$ cat src/hw/rtl/dual_motor_ramp_sequencer_macros.svh
// ----------------------------------------------------------------------------
// Dual motor ramp sequencer assertion macros
// Shared property shorthands for the sequencer checks.
// ----------------------------------------------------------------------------
`ifndef DUAL_MOTOR_RAMP_SEQUENCER_MACROS_SVH
`define DUAL_MOTOR_RAMP_SEQUENCER_MACROS_SVH

// same-cycle implication, clocked on clk, off during reset
`define DMRS_ASSERT_IMP(lbl, ante, cons, msg) \
	lbl: assert property (@(posedge clk) disable iff (!arst_n) (ante) |-> (cons)) \
		else $error(msg);

// next-cycle implication, clocked on clk, off during reset
`define DMRS_ASSERT_NXT(lbl, ante, cons, msg) \
	lbl: assert property (@(posedge clk) disable iff (!arst_n) (ante) |=> (cons)) \
		else $error(msg);

`endif

$ cat src/hw/rtl/dmrs_pkg.sv
// ----------------------------------------------------------------------------
// dmrs_pkg
// Types, codes and constants of the dual motor ramp sequencer.
// ----------------------------------------------------------------------------
`default_nettype none

package dmrs_pkg;

	localparam int unsigned POWER_W = 7;
	localparam int unsigned DUTY_W  = 8;
	localparam int unsigned WAIT_W  = 7;

	localparam logic [2:0] MODE_TICK     = 3'd0;
	localparam logic [2:0] MODE_STOP     = 3'd1;
	localparam logic [2:0] MODE_LEFT     = 3'd2;
	localparam logic [2:0] MODE_RIGHT    = 3'd3;
	localparam logic [2:0] MODE_FORWARD  = 3'd4;
	localparam logic [2:0] MODE_BACKWARD = 3'd5;
	localparam logic [2:0] MODE_SHUFFLE  = 3'd6;

	localparam logic [2:0] PH_IDLE    = 3'd0;
	localparam logic [2:0] PH_STOP    = 3'd1;
	localparam logic [2:0] PH_TURN    = 3'd2;
	localparam logic [2:0] PH_ACCEL   = 3'd3;
	localparam logic [2:0] PH_SHUFFLE = 3'd4;
	localparam logic [2:0] PH_HOLD    = 3'd5;

	localparam logic [2:0] REG_PWM_PERIOD   = 3'd0;
	localparam logic [2:0] REG_LEFT_LIMIT   = 3'd1;
	localparam logic [2:0] REG_RIGHT_LIMIT  = 3'd2;
	localparam logic [2:0] REG_FORWARD_MAX  = 3'd3;
	localparam logic [2:0] REG_BACKWARD_MAX = 3'd4;

	localparam logic [DUTY_W-1:0]  PWM_PERIOD_RST = 8'd199;
	localparam logic [POWER_W-1:0] TURN_LIMIT_RST = 7'd25;
	localparam logic [POWER_W-1:0] POWER_MAX      = 7'd100;

	localparam logic [WAIT_W-1:0] STOP_WAIT    = 7'd10;
	localparam logic [WAIT_W-1:0] TURN_WAIT    = 7'd3;
	localparam logic [WAIT_W-1:0] TURN_HOLD    = 7'd30;
	localparam logic [WAIT_W-1:0] ACCEL_WAIT   = 7'd10;
	localparam logic [WAIT_W-1:0] SHUFFLE_WAIT = 7'd7;
	localparam logic [WAIT_W-1:0] SHUFFLE_HOLD = 7'd100;

	localparam logic [POWER_W-1:0] SHUFFLE_FWD_TARGET = 7'd15;
	localparam logic [POWER_W-1:0] SHUFFLE_BWD_TARGET = 7'd40;

	// floor(x/100) = (x*5243) >> 19 for x below 43690
	localparam logic [12:0] DIV100_MUL   = 13'd5243;
	localparam int unsigned DIV100_SHIFT = 19;

	typedef struct packed {
		logic [DUTY_W-1:0]  pwm_period;
		logic [POWER_W-1:0] left_turn_limit;
		logic [POWER_W-1:0] right_turn_limit;
		logic [POWER_W-1:0] forward_max_power;
		logic [POWER_W-1:0] backward_max_power;
	} cfg_t;

	typedef struct packed {
		logic [DUTY_W-1:0]  pwm_period;
		logic [POWER_W-1:0] left_power;
		logic [POWER_W-1:0] right_power;
		logic               left_forward;
		logic               right_forward;
		logic               brake_on;
		logic               busy_res;
		logic               rejected;
	} stage_t;

	function automatic logic [POWER_W-1:0] clamp_power(input logic [POWER_W-1:0] v);
		return (v > POWER_MAX) ? POWER_MAX : v;
	endfunction

	function automatic logic [POWER_W-1:0] sat_add(input logic [POWER_W-1:0] p,
		input logic [1:0] inc);
		logic [POWER_W:0] sum;
		sum = {1'b0, p} + {{(POWER_W-1){1'b0}}, inc};
		return (sum > {1'b0, POWER_MAX}) ? POWER_MAX : sum[POWER_W-1:0];
	endfunction

endpackage

`default_nettype wire

$ cat src/hw/rtl/dual_motor_ramp_sequencer.sv
// A taken item is registered in stage 1, then stage 2, then the output register.
// Throughput: one item per cycle; the pipeline stalls only while a result waits unread.
// The limit per item is the duty path: power*period, then a reciprocal multiply by 1/100.
// Reset (arst_n low, asynchronous): powers 0, directions reverse, sequencer idle,
// registers back to period 199, turn limits 25, maximum powers 100; pipeline empty.
// ----------------------------------------------------------------------------
// dual_motor_ramp_sequencer
// Two-motor power ramp sequencer driven by ticks and commands.
// ----------------------------------------------------------------------------
`default_nettype none

module dual_motor_ramp_sequencer (
	input  wire logic        clk,
	input  wire logic        arst_n,
	input  wire logic        s_tvalid,
	output logic             s_tready,
	input  wire logic [7:0]  s_tdata,   // mode[2:0], shuffle_forward[3], zero[7:4]
	output logic             m_tvalid,
	input  wire logic        m_tready,
	output logic      [23:0] m_tdata,   // left_duty[7:0], right_duty[15:8],
	                                    // left_direction[16], right_direction[17],
	                                    // brake_on[18], busy_res[19], rejected[20],
	                                    // zero[23:21]
	input  wire logic        cfg_valid,
	output logic             cfg_ready,
	input  wire logic [2:0]  cfg_index,
	input  wire logic [7:0]  cfg_data
);

	dmrs_pkg::cfg_t   cfg_q;
	dmrs_pkg::stage_t stage_s1;

	logic                        en, accept, v_s1, v_s2, v_q;
	logic [4:0]                  flags_s2, flags_q;
	logic [dmrs_pkg::DUTY_W-1:0] ld_q, rd_q;

	assign cfg_ready = 1'b1;
	assign en        = !v_q || m_tready;
	assign s_tready  = en;
	assign accept    = s_tvalid && s_tready;
	assign m_tvalid  = v_q;
	assign m_tdata   = {3'b000, flags_q, rd_q, ld_q};

	always_ff @(posedge clk or negedge arst_n) begin
		if (!arst_n) begin
			cfg_q.pwm_period         <= dmrs_pkg::PWM_PERIOD_RST;
			cfg_q.left_turn_limit    <= dmrs_pkg::TURN_LIMIT_RST;
			cfg_q.right_turn_limit   <= dmrs_pkg::TURN_LIMIT_RST;
			cfg_q.forward_max_power  <= dmrs_pkg::POWER_MAX;
			cfg_q.backward_max_power <= dmrs_pkg::POWER_MAX;
		end else if (cfg_valid) begin
			case (cfg_index)
				dmrs_pkg::REG_PWM_PERIOD:   cfg_q.pwm_period         <= cfg_data;
				dmrs_pkg::REG_LEFT_LIMIT:   cfg_q.left_turn_limit    <= cfg_data[6:0];
				dmrs_pkg::REG_RIGHT_LIMIT:  cfg_q.right_turn_limit   <= cfg_data[6:0];
				dmrs_pkg::REG_FORWARD_MAX:  cfg_q.forward_max_power  <= cfg_data[6:0];
				dmrs_pkg::REG_BACKWARD_MAX: cfg_q.backward_max_power <= cfg_data[6:0];
				default: ;
			endcase
		end
	end

	always_ff @(posedge clk or negedge arst_n) begin
		if (!arst_n) begin
			v_s1 <= 1'b0;
			v_s2 <= 1'b0;
			v_q  <= 1'b0;
		end else if (en) begin
			v_s1 <= accept;
			v_s2 <= v_s1;
			v_q  <= v_s2;
		end
	end

	always_ff @(posedge clk) begin
		if (en) begin
			flags_s2 <= {stage_s1.rejected, stage_s1.busy_res, stage_s1.brake_on,
				stage_s1.right_forward, stage_s1.left_forward};
			flags_q  <= flags_s2;
		end
	end

	dmrs_ctrl u_ctrl (
		.clk             (clk),
		.arst_n          (arst_n),
		.accept          (accept),
		.mode            (s_tdata[2:0]),
		.shuffle_forward (s_tdata[3]),
		.cfg             (cfg_q),
		.stage_s1        (stage_s1)
	);

	dmrs_duty u_duty_left (
		.clk    (clk),
		.en     (en),
		.power  (stage_s1.left_power),
		.fwd    (stage_s1.left_forward),
		.period (stage_s1.pwm_period),
		.duty_q (ld_q)
	);

	dmrs_duty u_duty_right (
		.clk    (clk),
		.en     (en),
		.power  (stage_s1.right_power),
		.fwd    (stage_s1.right_forward),
		.period (stage_s1.pwm_period),
		.duty_q (rd_q)
	);

`include "dual_motor_ramp_sequencer_macros.svh"

	`DMRS_ASSERT_IMP(a_rej_busy, m_tvalid && m_tdata[20], m_tdata[19], "rejected while idle")
	`DMRS_ASSERT_IMP(a_brake_busy, m_tvalid && m_tdata[18], m_tdata[19], "brake while idle")
	`DMRS_ASSERT_IMP(a_power_max, v_s1,
		(stage_s1.left_power <= dmrs_pkg::POWER_MAX) &&
		(stage_s1.right_power <= dmrs_pkg::POWER_MAX), "power above 100")
	`DMRS_ASSERT_NXT(a_accept_s1, accept, v_s1, "accepted item lost before stage 1")

endmodule

`default_nettype wire

$ cat src/hw/rtl/dmrs_ctrl.sv
// ----------------------------------------------------------------------------
// dmrs_ctrl
// Sequencer state and one-item update; registers the post-item motor state.
// ----------------------------------------------------------------------------
`default_nettype none

module dmrs_ctrl (
	input  wire logic           clk,
	input  wire logic           arst_n,
	input  wire logic           accept,
	input  wire logic [2:0]     mode,
	input  wire logic           shuffle_forward,
	input  wire dmrs_pkg::cfg_t cfg,
	output dmrs_pkg::stage_t    stage_s1
);

	logic [dmrs_pkg::POWER_W-1:0] lp_q, rp_q, tgt_q;
	logic [dmrs_pkg::WAIT_W-1:0]  wc_q;
	logic                         lf_q, rf_q;
	logic [2:0]                   ph_q, cmd_q;

	logic [dmrs_pkg::POWER_W-1:0] n_lp, n_rp, n_tgt;
	logic [dmrs_pkg::WAIT_W-1:0]  n_wc;
	logic                         n_lf, n_rf;
	logic [2:0]                   n_ph, n_cmd;
	logic                         rej, do_step, is_cmd, busy, lo, ro, left_turn;

	assign is_cmd = (mode >= dmrs_pkg::MODE_STOP) && (mode <= dmrs_pkg::MODE_SHUFFLE);
	assign busy   = (ph_q != dmrs_pkg::PH_IDLE);

	always_comb begin
		n_lp    = lp_q;
		n_rp    = rp_q;
		n_tgt   = tgt_q;
		n_wc    = wc_q;
		n_lf    = lf_q;
		n_rf    = rf_q;
		n_ph    = ph_q;
		n_cmd   = cmd_q;
		rej     = 1'b0;
		do_step = 1'b0;
		lo      = 1'b0;
		ro      = 1'b0;

		if (is_cmd) begin
			if (busy) begin
				rej = 1'b1;
			end else begin
				n_cmd   = mode;
				do_step = 1'b1;
				case (mode)
					dmrs_pkg::MODE_STOP: begin
						n_ph = dmrs_pkg::PH_STOP;
					end
					dmrs_pkg::MODE_LEFT, dmrs_pkg::MODE_RIGHT: begin
						n_lf  = (mode == dmrs_pkg::MODE_RIGHT);
						n_rf  = (mode == dmrs_pkg::MODE_LEFT);
						n_tgt = dmrs_pkg::clamp_power((mode == dmrs_pkg::MODE_LEFT) ?
							cfg.right_turn_limit : cfg.left_turn_limit);
						n_ph  = dmrs_pkg::PH_TURN;
					end
					dmrs_pkg::MODE_FORWARD, dmrs_pkg::MODE_BACKWARD: begin
						n_lf = (mode == dmrs_pkg::MODE_FORWARD);
						n_rf = (mode == dmrs_pkg::MODE_FORWARD);
						if (lp_q > rp_q) begin
							n_rp = lp_q;
						end else begin
							n_lp = rp_q;
						end
						n_tgt = dmrs_pkg::clamp_power((mode == dmrs_pkg::MODE_FORWARD) ?
							cfg.forward_max_power : cfg.backward_max_power);
						n_ph  = dmrs_pkg::PH_ACCEL;
					end
					default: begin
						n_lf  = shuffle_forward;
						n_rf  = shuffle_forward;
						n_tgt = shuffle_forward ? dmrs_pkg::SHUFFLE_FWD_TARGET :
							dmrs_pkg::SHUFFLE_BWD_TARGET;
						n_ph  = dmrs_pkg::PH_SHUFFLE;
					end
				endcase
			end
		end else if (busy) begin
			if (wc_q != '0) begin
				n_wc = wc_q - 1'b1;
			end
			if (n_wc == '0) begin
				do_step = 1'b1;
				if (ph_q == dmrs_pkg::PH_HOLD) begin
					n_ph = dmrs_pkg::PH_STOP;
				end
			end
		end

		left_turn = (n_cmd == dmrs_pkg::MODE_LEFT);

		if (do_step) begin
			case (n_ph)
				dmrs_pkg::PH_STOP: begin
					if ((n_lp != '0) || (n_rp != '0)) begin
						if (n_lp != '0) n_lp = n_lp - 1'b1;
						if (n_rp != '0) n_rp = n_rp - 1'b1;
						n_wc = dmrs_pkg::STOP_WAIT;
					end else begin
						n_ph = dmrs_pkg::PH_IDLE;
						n_wc = '0;
					end
				end
				dmrs_pkg::PH_TURN: begin
					if ((left_turn ? n_rp : n_lp) < n_tgt) begin
						if (left_turn) begin
							n_lp = dmrs_pkg::sat_add(n_lp, 2'd2);
							n_rp = dmrs_pkg::sat_add(n_rp, 2'd1);
						end else begin
							n_rp = dmrs_pkg::sat_add(n_rp, 2'd2);
							n_lp = dmrs_pkg::sat_add(n_lp, 2'd1);
						end
						n_wc = dmrs_pkg::TURN_WAIT;
					end else begin
						n_ph = dmrs_pkg::PH_HOLD;
						n_wc = dmrs_pkg::TURN_HOLD;
					end
				end
				dmrs_pkg::PH_ACCEL, dmrs_pkg::PH_SHUFFLE: begin
					lo = (n_lp < n_tgt);
					ro = (n_rp < n_tgt);
					if (lo) n_lp = n_lp + 1'b1;
					if (ro) n_rp = n_rp + 1'b1;
					if (lo || ro) begin
						n_wc = (n_ph == dmrs_pkg::PH_ACCEL) ? dmrs_pkg::ACCEL_WAIT :
							dmrs_pkg::SHUFFLE_WAIT;
					end else if (n_ph == dmrs_pkg::PH_ACCEL) begin
						n_ph = dmrs_pkg::PH_IDLE;
						n_wc = '0;
					end else begin
						n_ph = dmrs_pkg::PH_HOLD;
						n_wc = dmrs_pkg::SHUFFLE_HOLD;
					end
				end
				default: begin
					n_ph = dmrs_pkg::PH_IDLE;
					n_wc = '0;
				end
			endcase
		end
	end

	always_ff @(posedge clk or negedge arst_n) begin
		if (!arst_n) begin
			lp_q  <= '0;
			rp_q  <= '0;
			tgt_q <= '0;
			wc_q  <= '0;
			lf_q  <= 1'b0;
			rf_q  <= 1'b0;
			ph_q  <= dmrs_pkg::PH_IDLE;
			cmd_q <= dmrs_pkg::MODE_TICK;
		end else if (accept) begin
			lp_q  <= n_lp;
			rp_q  <= n_rp;
			tgt_q <= n_tgt;
			wc_q  <= n_wc;
			lf_q  <= n_lf;
			rf_q  <= n_rf;
			ph_q  <= n_ph;
			cmd_q <= n_cmd;
		end
	end

	always_ff @(posedge clk) begin
		if (accept) begin
			stage_s1.pwm_period    <= cfg.pwm_period;
			stage_s1.left_power    <= n_lp;
			stage_s1.right_power   <= n_rp;
			stage_s1.left_forward  <= n_lf;
			stage_s1.right_forward <= n_rf;
			stage_s1.brake_on      <= (n_ph == dmrs_pkg::PH_STOP);
			stage_s1.busy_res      <= (n_ph != dmrs_pkg::PH_IDLE);
			stage_s1.rejected      <= rej;
		end
	end

endmodule

`default_nettype wire

$ cat src/hw/rtl/dmrs_duty.sv
// ----------------------------------------------------------------------------
// dmrs_duty
// Two-stage power to PWM duty: power*period/100, or period minus it if fwd.
// ----------------------------------------------------------------------------
`default_nettype none

module dmrs_duty (
	input  wire logic                         clk,
	input  wire logic                         en,
	input  wire logic [dmrs_pkg::POWER_W-1:0] power,
	input  wire logic                         fwd,
	input  wire logic [dmrs_pkg::DUTY_W-1:0]  period,
	output logic      [dmrs_pkg::DUTY_W-1:0]  duty_q
);

	localparam int unsigned PROD_W = dmrs_pkg::POWER_W + dmrs_pkg::DUTY_W;
	localparam int unsigned QMUL_W = PROD_W + 13;

	logic [PROD_W-1:0]           prod_s2;
	logic                        fwd_s2;
	logic [dmrs_pkg::DUTY_W-1:0] period_s2;
	logic [QMUL_W-1:0]           qmul;
	logic [dmrs_pkg::DUTY_W-1:0] quot;

	assign qmul = prod_s2 * dmrs_pkg::DIV100_MUL;
	assign quot = qmul[dmrs_pkg::DIV100_SHIFT +: dmrs_pkg::DUTY_W];

	always_ff @(posedge clk) begin
		if (en) begin
			prod_s2   <= power * period;
			fwd_s2    <= fwd;
			period_s2 <= period;
			duty_q    <= fwd_s2 ? (period_s2 - quot) : quot;
		end
	end

endmodule

`default_nettype wire
$ cat config.mk
export PLATFORM = sky130hd
export DESIGN_NAME = dual_motor_ramp_sequencer
export DESIGN_NICKNAME = d
export VERILOG_FILES = /design/src/hw/rtl/dmrs_pkg.sv /design/src/hw/rtl/dual_motor_ramp_sequencer.sv /design/src/hw/rtl/dmrs_ctrl.sv /design/src/hw/rtl/dmrs_duty.sv
export VERILOG_INCLUDE_DIRS = /design/src /design/src/hw/rtl
export SDC_FILE = /design/constraint.sdc
export NUM_CORES = 1
export LEC_CHECK = 0
export ABC_AREA = 1
export BUFFER_PORTS_ARGS = -buffer_cell sky130_fd_sc_hd__buf_4
export CORE_ASPECT_RATIO = 1.1
export CORE_MARGIN = 8
export CORE_UTILIZATION = 46
export DETAILED_ROUTE_END_ITERATION = 6
export GPL_TIMING_DRIVEN = 0
export PLACE_DENSITY_LB_ADDON = 0.08
export SLEW_MARGIN = 20
export SYNTH_ARGS = -nofsm -noshare
export SYNTH_HDL_FRONTEND = slang
export SYNTH_SLANG_ARGS = --single-unit
$ cat constraint.sdc
create_clock -name clk -period 7.6 [get_ports clk]
set_input_delay 0.76 -clock clk [delete_from_list [all_inputs] [get_ports clk]]
set_output_delay 0.76 -clock clk [all_outputs]
set_load 0.02 [all_outputs]
==> results by stage, run 1 <==
Outcome:
- The flow ran to the end, and the final reports show no timing, DRC or antenna violations.

Detailed routing:
- The total via count in the routed design is 16.7k.
- The number of DRC markers in iteration 0 is 959.
- The residual antenna-violating net count after detailed routing is 0.
- After detailed routing, the number of remaining DRC violations is 0.
- Dividing the detail-routed via count by the number of cells gives 5.14.
- The iteration count of the initial detailed-routing pass is 6.
- The total wire length is 50.3 mm.
- Dividing the detail-routed wire length by the instance count gives 15.5 um.

Floorplanning:
- After floorplanning, the core was divided into 82 placement rows.
- The total area inside the core boundary comes to 45500 sq um.
- The die covers 53100 sq um.
- The vertical die dimension is 241 um.
- The starting density of the core is 46.5%.
- From left edge to right edge, the die measures 220 um.
- In this run the count of I/O pins placed on the die edge is 51.

STA:
- The share of the clock period used by the worst path after layout is 82.3%.
- The achievable clock frequency is 160 MHz.
- Setup repair after global routing left no endpoint under its margin.
- The worst clock skew is 17.2 ps.
- The max-slew violation count is 0.
- In this run the tightest slew margin relative to its limit is 24.6%.
- The time the final worst path needs with I/O delays and setup is 6260 ps.
- The hold violation count in the final report was 0.
- The count of final setup violators is 0.
- The final setup TNS is 0 ps.
- The slew at the pin closest to its max-slew limit is 1130 ps.

Place:
- The congestion estimate from routability-driven global placement came to 0.902.
- Port buffering added 42 buffers.
- Summed over all nets, the half-perimeter wirelength after detailed placement is 42.2 mm.

Finish:
- The number of nets in the layout is 3178.
- The fraction of final layout cells sized beyond drive strength 1 is 6.85%.
- The layout-stage area growth over the synthesis result is 7.79%.
- 0 antenna diodes ended up in the layout.

Global route:
- The number of antenna violations at the first check in global routing is 0.
- The number of global-route vias before repair is 16.9k.
- The all-layer global routing usage is 19.9%.
- The aggregate global routing overflow is 0.
- The largest net degree at the start of global routing is 76.
- The first global-routing pass estimated 84.2 mm of wire.

Synthesis:
- The synthesized design contains 166 register bits.
- The post-synthesis instance area is 21100 sq um.
- The post-synthesis average cell area is 8.20 sq um.
- The number of enable-type register cells in the synthesized netlist is 91.
- For this run, the leading register cell type out of synthesis is edfxtp_1.
- Counting every instance in the synthesized netlist gives 2578.
- The async set-reset flop share out of synthesis is 45.2%.
- The area share of the largest cell type after synthesis is 18.6%.
- The fraction of the yosys area taken by sequential cells is 21.9%.
- The biggest area contributor in the post-synthesis netlist is ha_1.
- For this run, the number of Yosys warnings is 0.
- Yosys instantiated no cell more often than nand2_1.
- By count the netlist is led by 593 x nand2_1, 547 x inv_1, 315 x ha_1.
- The number of different library cells in the post-synthesis netlist is 57.
- Yosys attributes the largest share of cell area to ha_1 19%, fa_1 19%, edfxtp_1 13%, nand2_1 11%, inv_1 9.7%.

Min path:
- The tightest min-delay check is of the input pin to async pin type.

CTS:
- The clock slew seen by the registers of the worst setup and hold paths is 60 ps.
- The TritonCTS clock tree is yes.
- Gates resized during post-CTS repair numbered 0.
- The clock latency on the worst-skew pair is 480 ps.
- Post-CTS timing repair inserted 0 buffers for setup.
- The number of buffers on the longest clock path is 2.
- The root buffer selected by CTS is clkbuf_16.
- For this design, the CTS-stage hold fixing added 0 buffers.
- Buffers inserted during clock tree synthesis total 17.
- Counting every sink on the clock net gives 166.
- The clock tree synthesis step divided the H-tree into 4 levels.

Run:
- The max-capacitance violation count is 0.

Setup path:
- On the worst path, the slowest cell contributes a delay of 620 ps.
- The critical-path cell with the highest stage delay is edfxtp_1.
- The launch point of the worst path is u_duty_left.prod_s2[12]$_DFFE_PN_.
- The cell family contributing the most delay on the critical path is adder cells.
- The startpoint type of the worst setup path is a register.
- At the worst endpoint, the arrival time is 6440 ps.
- The startpoint identified for the worst register-to-register timing path is u_duty_left.prod_s2[12]$_DFFE_PN_.
- STA classifies the critical path endpoint as a register.
- In this design, the critical path's most frequently occurring cell is inv_1.
- The count of buffer and inverter cells on the critical path is 6.
- In this run the register-to-register setup slack is 1340 ps.
- The worst register-to-register path ends at u_duty_left.duty_q[6]$_DFFE_PN_.
- The worst setup path is of the register to register kind.
- The worst register-to-register path has a depth of 27.
- The maximum net fanout on the critical path is 7.
- The endpoint required time on the critical path is 7790 ps.
routing by layer:
layer,vias up,wire length (um),global-route usage [%]
met3,66,1810,3.00
met1,7985,22200,24.8
li1,8312,-,-
met5,-,0,0
met4,0,1380,6.43
met2,308,24900,35.2
final cells by class:
| class | count | area, sq um |
|---|---|---|
| buffer | 56 | 273 |
| multi-input combinational | 1792 | 14100 |
| clock inverter | 11 | 88.8 |
| clock buffer | 21 | 462 |
| inverter | 566 | 2130 |
| tap | 588 | 736 |
| sequential | 166 | 4630 |
| timing repair buffer | 44 | 352 |
| fill | 4494 | 22700 |
metrics by stage:
stage / cells / hold WS [ps] / util (%) / worst slack (ps) / area (sq um)
after floorplan: 2580 / 400 / - / 2060 / 21100
after global placement: 3210 / 406 / 48.8 / 1330 / 22200
after detailed placement: 3211 / 405 / 48.9 / 1290 / 22200
after CTS: 3243 / 431 / 50.1 / 1280 / 22800
after global routing: 3244 / 379 / 50.1 / 814 / 22800
final: 3244 / 280 / 50.1 / 1340 / 22800
cells in the final DEF, fill, tap and decap left out, types with 19 or more instances in the layout:
master / count
nor2_1: 83
o21ai_0: 108
inv_1: 546
dfrtp_1: 58
ha_1: 315
clkbuf_1: 40
buf_4: 49
nand3_1: 153
xor2_1: 31
nand4_1: 26
a21oi_1: 88
nand2_1: 593
fa_1: 196
nand3b_1: 19
edfxtp_1: 91
worst register-to-register path: stages (launching register included):
cell and delay, ps:
edfxtp_1 620, fa_1 510, ha_1 290, inv_1 40, fa_1 480, inv_1 70, fa_1 530, inv_1 50
fa_1 550, inv_1 50, ha_1 300, a21oi_1 190, nand2_1 70, a221oi_1 250, o21ai_0 260, nand2_1 110
nand2_1 80, xnor2_1 280, inv_1 130, fa_1 400, inv_1 70, nand2_1 60, nand3b_1 120, nand3_1 110
nand3_1 100, nand3_1 80, nand3_1 80, o21ai_0 120
kinds of logic after synthesis:
kind of cell	Yosys count	share of synthesized area, %
AND/OR/NAND/NOR	942	19.7
buffers and inverters	622	11.3
adder cells (fa/ha/maj)	511	37.2
AO/OA/AOI/OAI	284	7.64
flip-flops	166	21.9
XOR/XNOR	50	2.17
other	2	0.0355
multiplexers	1	0.0533
worst max path at each step:
stage / end / slack [ps] / cells after the start
6_report: u_duty_left.duty_q[6]$_DFFE_PN_ / 1340 / 27
5_1_grt: u_duty_left.duty_q[6]$_DFFE_PN_ / 810 / 29
4_1_cts: u_duty_left.duty_q[6]$_DFFE_PN_ / 1280 / 27
3_5_place_dp: u_duty_left.duty_q[6]$_DFFE_PN_ / 1290 / 27
3_3_place_gp: u_duty_left.duty_q[6]$_DFFE_PN_ / 1330 / 29
2_1_floorplan: u_duty_left.duty_q[7]$_DFFE_PN_ / 2060 / 32
flip-flops by register name, summed over array words and instances (netlist names), 3 cells and up:
name	count
u_duty_left.duty_q	8
flags_q	5
u_ctrl.tgt_q	7
u_ctrl.rp_q	7
u_ctrl.stage_s1	27
u_ctrl.lp_q	7
u_duty_left.prod_s2	15
u_ctrl.cmd_q	3
flags_s2	5
u_duty_left.period_s2	8
u_ctrl.wc_q	7
u_duty_right.duty_q	8
u_duty_right.prod_s2	15
u_ctrl.ph_q	3
cfg_q	36
Power of run 1 is not shown: default switching activity piles up to over one toggle a cycle in this logic, so the estimate is an artifact.
==> inputs of run 2 (changes only) <==
- clock period: 7.6 -> 6.14 ns (I/O delays scaled with it)
==> run 2 against run 1 <==
Compared with the run above:
- non-clock buffer count rose by 67
- worst setup slack got worse by 1200 ps
- global-route usage is 0.096 points higher
- critical endpoint is now u_duty_right.duty_q[7]$_DFFE_PN_
==> results by stage, run 2 (synthesis gave the netlist of run 1 again) <==
Detailed routing:
- The detailed-route wire length per cell is 15.6 um (was 15.5 um).
- The wire length on met3 came to 1.68 mm (was 1.81 mm).
- The average via count per standard cell came to 5.12 (was 5.14).
- The number of DRC markers in iteration 0 is 945 (was 959).
- The total DRC errors in the routed layout was 0 (unchanged).
- The residual antenna-violating net count after detailed routing is 0 (unchanged).
- The iteration count of the initial detailed-routing pass is 7 (was 6).
- The highest routing layer actually used is met4 (unchanged).
- The total via count in the routed design came to 16.9k (was 16.7k).
- The amount of wire on met2 after detailed routing came to 26.0 mm (was 24.9 mm).
- The total wire length is 51.7 mm (was 50.3 mm).
- The met1 wire length is 22.8 mm (was 22.2 mm).

STA:
- The time the final worst path needs with I/O delays and setup was 5950 ps (was 6260 ps).
- The relative slew slack is 23.3% (was 24.6%).
- The share of the clock period used by the worst path after layout is 96.9% (was 82.3%).
- The slew at the pin closest to its max-slew limit is 1150 ps (was 1130 ps).
- The max-slew violation count is 0 (unchanged).
- The count of final setup violators is 0 (unchanged).
- The achievable clock frequency is 168 MHz (was 160 MHz).
- The hold violation count in the final report is 0 (unchanged).
- The worst clock skew came to 16.0 ps (was 17.2 ps).
- RSZ-0062 raised after global routing: true (was false).

CTS:
- The total CTS buffers is 17 (unchanged).
- The clock sink total is 166 (unchanged).
- The TritonCTS clock tree is yes (unchanged).
- The root buffer selected by CTS was clkbuf_16 (unchanged).
- The clock slew seen by the registers of the worst setup and hold paths is 70 ps (was 60 ps).
- The clock latency on the worst-skew pair is 480 ps (about the same).
- The number of buffers on the longest clock path is 2 (unchanged).
- The number of hold buffers added after cts came to 0 (unchanged).
- The level count of the clock H-tree is 4 (unchanged).

Finish:
- Leading registers by flop count: cfg_q: 36 flops, u_ctrl.stage_s1: 27 flops (unchanged).
- The most flop-heavy register is cfg_q (unchanged).
- The final antenna diode count came to 0 (unchanged).
- The fraction of final layout cells sized beyond drive strength 1 came to 12.5% (was 6.85%).
- Most frequent cells in the layout: 580 x nand2_1, 538 x inv_1, 290 x ha_1, 191 x fa_1, 144 x nand3_1 (was 593 x nand2_1, 546 x inv_1, 315 x ha_1, 196 x fa_1, 153 x nand3_1).
- The leading cell type in the layout, fill and taps excluded was nand2_1 (unchanged).
- The number of flip-flops in the largest register is 36 (unchanged).
- The layout-stage area growth over the synthesis result is 13.1% (was 7.79%).
- The number of nets in the layout was 3245 (was 3178).
- The final standard cell area without fillers was 23900 sq um (was 22800 sq um).
- The fill cell total of the finished layout is 4380 (was 4494).

Global route:
- The aggregate global routing overflow came to 0 (unchanged).
- The global-route wire length before repair was 84.6 mm (was 84.2 mm).
- The number of antenna violations at the first check in global routing was 0 (unchanged).
- The number of global-route vias before repair is 17.0k (was 16.9k).
- The largest net degree at the start of global routing came to 76 (unchanged).
- The all-layer global routing usage is 20.0% (was 19.9%).

Setup path:
- The startpoint type of the worst setup path is a register (unchanged).
- The capturing element of the worst setup path is u_duty_right.duty_q[7]$_DFFE_PN_ (was u_duty_left.duty_q[6]$_DFFE_PN_).
- The capturing element type of the critical path is a register (unchanged).
- The cell seen most often among critical-path stages is inv_1 (unchanged).
- The worst endpoint data arrival time is 6180 ps (was 6440 ps).
- The type of the setup path with the least slack is register to register (unchanged).
- The critical-path cell with the highest stage delay is fa_1 (was edfxtp_1).
- The startpoint of the worst register-to-register path is u_duty_right.prod_s2[11]$_DFFE_PN_ (was u_duty_left.prod_s2[12]$_DFFE_PN_).
- The worst reg-to-reg path cell count was 29 (was 27).
- The endpoint required time on the critical path came to 6380 ps (was 7790 ps).
- The delay of the slowest cell on the worst path came to 530 ps (was 620 ps).
- The maximum net fanout on the critical path is 6 (was 7).
- The launch point of the worst path is u_duty_right.prod_s2[11]$_DFFE_PN_ (was u_duty_left.prod_s2[12]$_DFFE_PN_).
- The flop-to-flop setup slack is 190 ps (was 1340 ps).
- The capturing point of the worst reg2reg path is u_duty_right.duty_q[7]$_DFFE_PN_ (was u_duty_left.duty_q[6]$_DFFE_PN_).

Place:
- The number of input and output port buffers inserted is 42 (unchanged).
- The half-perimeter wire length of the detailed placement result is 42.2 mm (unchanged).
- The routability-driven placement congestion ratio came to 0.902 (unchanged).
- The placed standard-cell area is 22200 sq um (unchanged).

Floorplanning:
- The area inside the core boundary is 45500 sq um (unchanged).
- The die width is 220 um (unchanged).
- The top-level I/O count came to 51 (unchanged).
- The starting density of the core was 46.5% (unchanged).
- The die footprint is 53100 sq um (unchanged).
- The standard-cell row count is 82 (unchanged).
- The vertical die dimension was 241 um (unchanged).

Min path:
- The class of the tightest hold or removal check is input pin to async pin (unchanged).

Run:
- The max-capacitance violation count is 0 (unchanged).

Outcome:
- Outcome: finished clean (unchanged).
==> run 2: area by class of cell <==
type | instances | area [sq um] | share of cell area, %
timing repair buffer | 111 | 890 | 3.72
inverter | 566 | 2130 | 8.90
clock inverter | 11 | 88.8 | 0.372
multi-input combinational | 1792 | 14700 | 61.5
buffer | 56 | 273 | 1.14
clock buffer | 21 | 462 | 1.93
tap | 588 | 736 | 3.08
sequential | 166 | 4630 | 19.4
==> run 2: timing repair <==
item | 4_1_cts | 5_1_grt
resized for setup | 5 | 109
buffers inserted | 27 | 40
pin swaps | 1 | 52
setup endpoints to repair | 5 | 10
==> run 2: worst min-delay path by stage <==
stage                                      end  slack, ps             startpoint  cells past startpoint
floorplan                 cfg_q[0]$_DFFE_PN0P_        320                 arst_n                      0
global placement          flags_q[3]$_DFFE_PN_        410  flags_s2[3]$_DFFE_PN_                      0
detailed placement        flags_q[2]$_DFFE_PN_        400  flags_s2[2]$_DFFE_PN_                      0
CTS                 u_ctrl.rp_q[0]$_DFFE_PN0P_        330                 arst_n                      1
global route        u_ctrl.lp_q[3]$_DFFE_PN0P_        230                 arst_n                      1
finish              u_ctrl.lp_q[3]$_DFFE_PN0P_        130                 arst_n                      1
==> run 2: per-stage QoR <==
step | cells | utilization [%] | worst slack (ps) | hold slack, ps | TNS, ps
floorplan | 2580 | - | 602 | 318 | 0
global placement | 3210 | 48.8 | -129 | 406 | -312
detailed placement | 3211 | 48.9 | -174 | 405 | -605
CTS | 3270 | 50.6 | 5.98 | 329 | 0
global route | 3311 | 52.6 | -91.2 | 233 | -262
finish | 3311 | 52.6 | 191 | 131 | 0
==> run 2: worst max-delay path: cells and delay by family, from the launching register on <==
| family | cells | cell delay, ps |
|---|---|---|
| simple gates | 11 | 1160 |
| xor+xnor | 2 | 310 |
| compound gates | 2 | 300 |
| buf+inv | 7 | 620 |
| flops | 1 | 520 |
| fa+ha+maj | 7 | 2770 |
==> run 2: routing by layer <==
metal	vias to the layer above	GRT usage [%]
met3	64	3.00
met2	280	35.5
met4	0	6.31
met1	8159	24.9
li1	8443	-
met5	-	0
Power of run 2 is left out for the same reason.
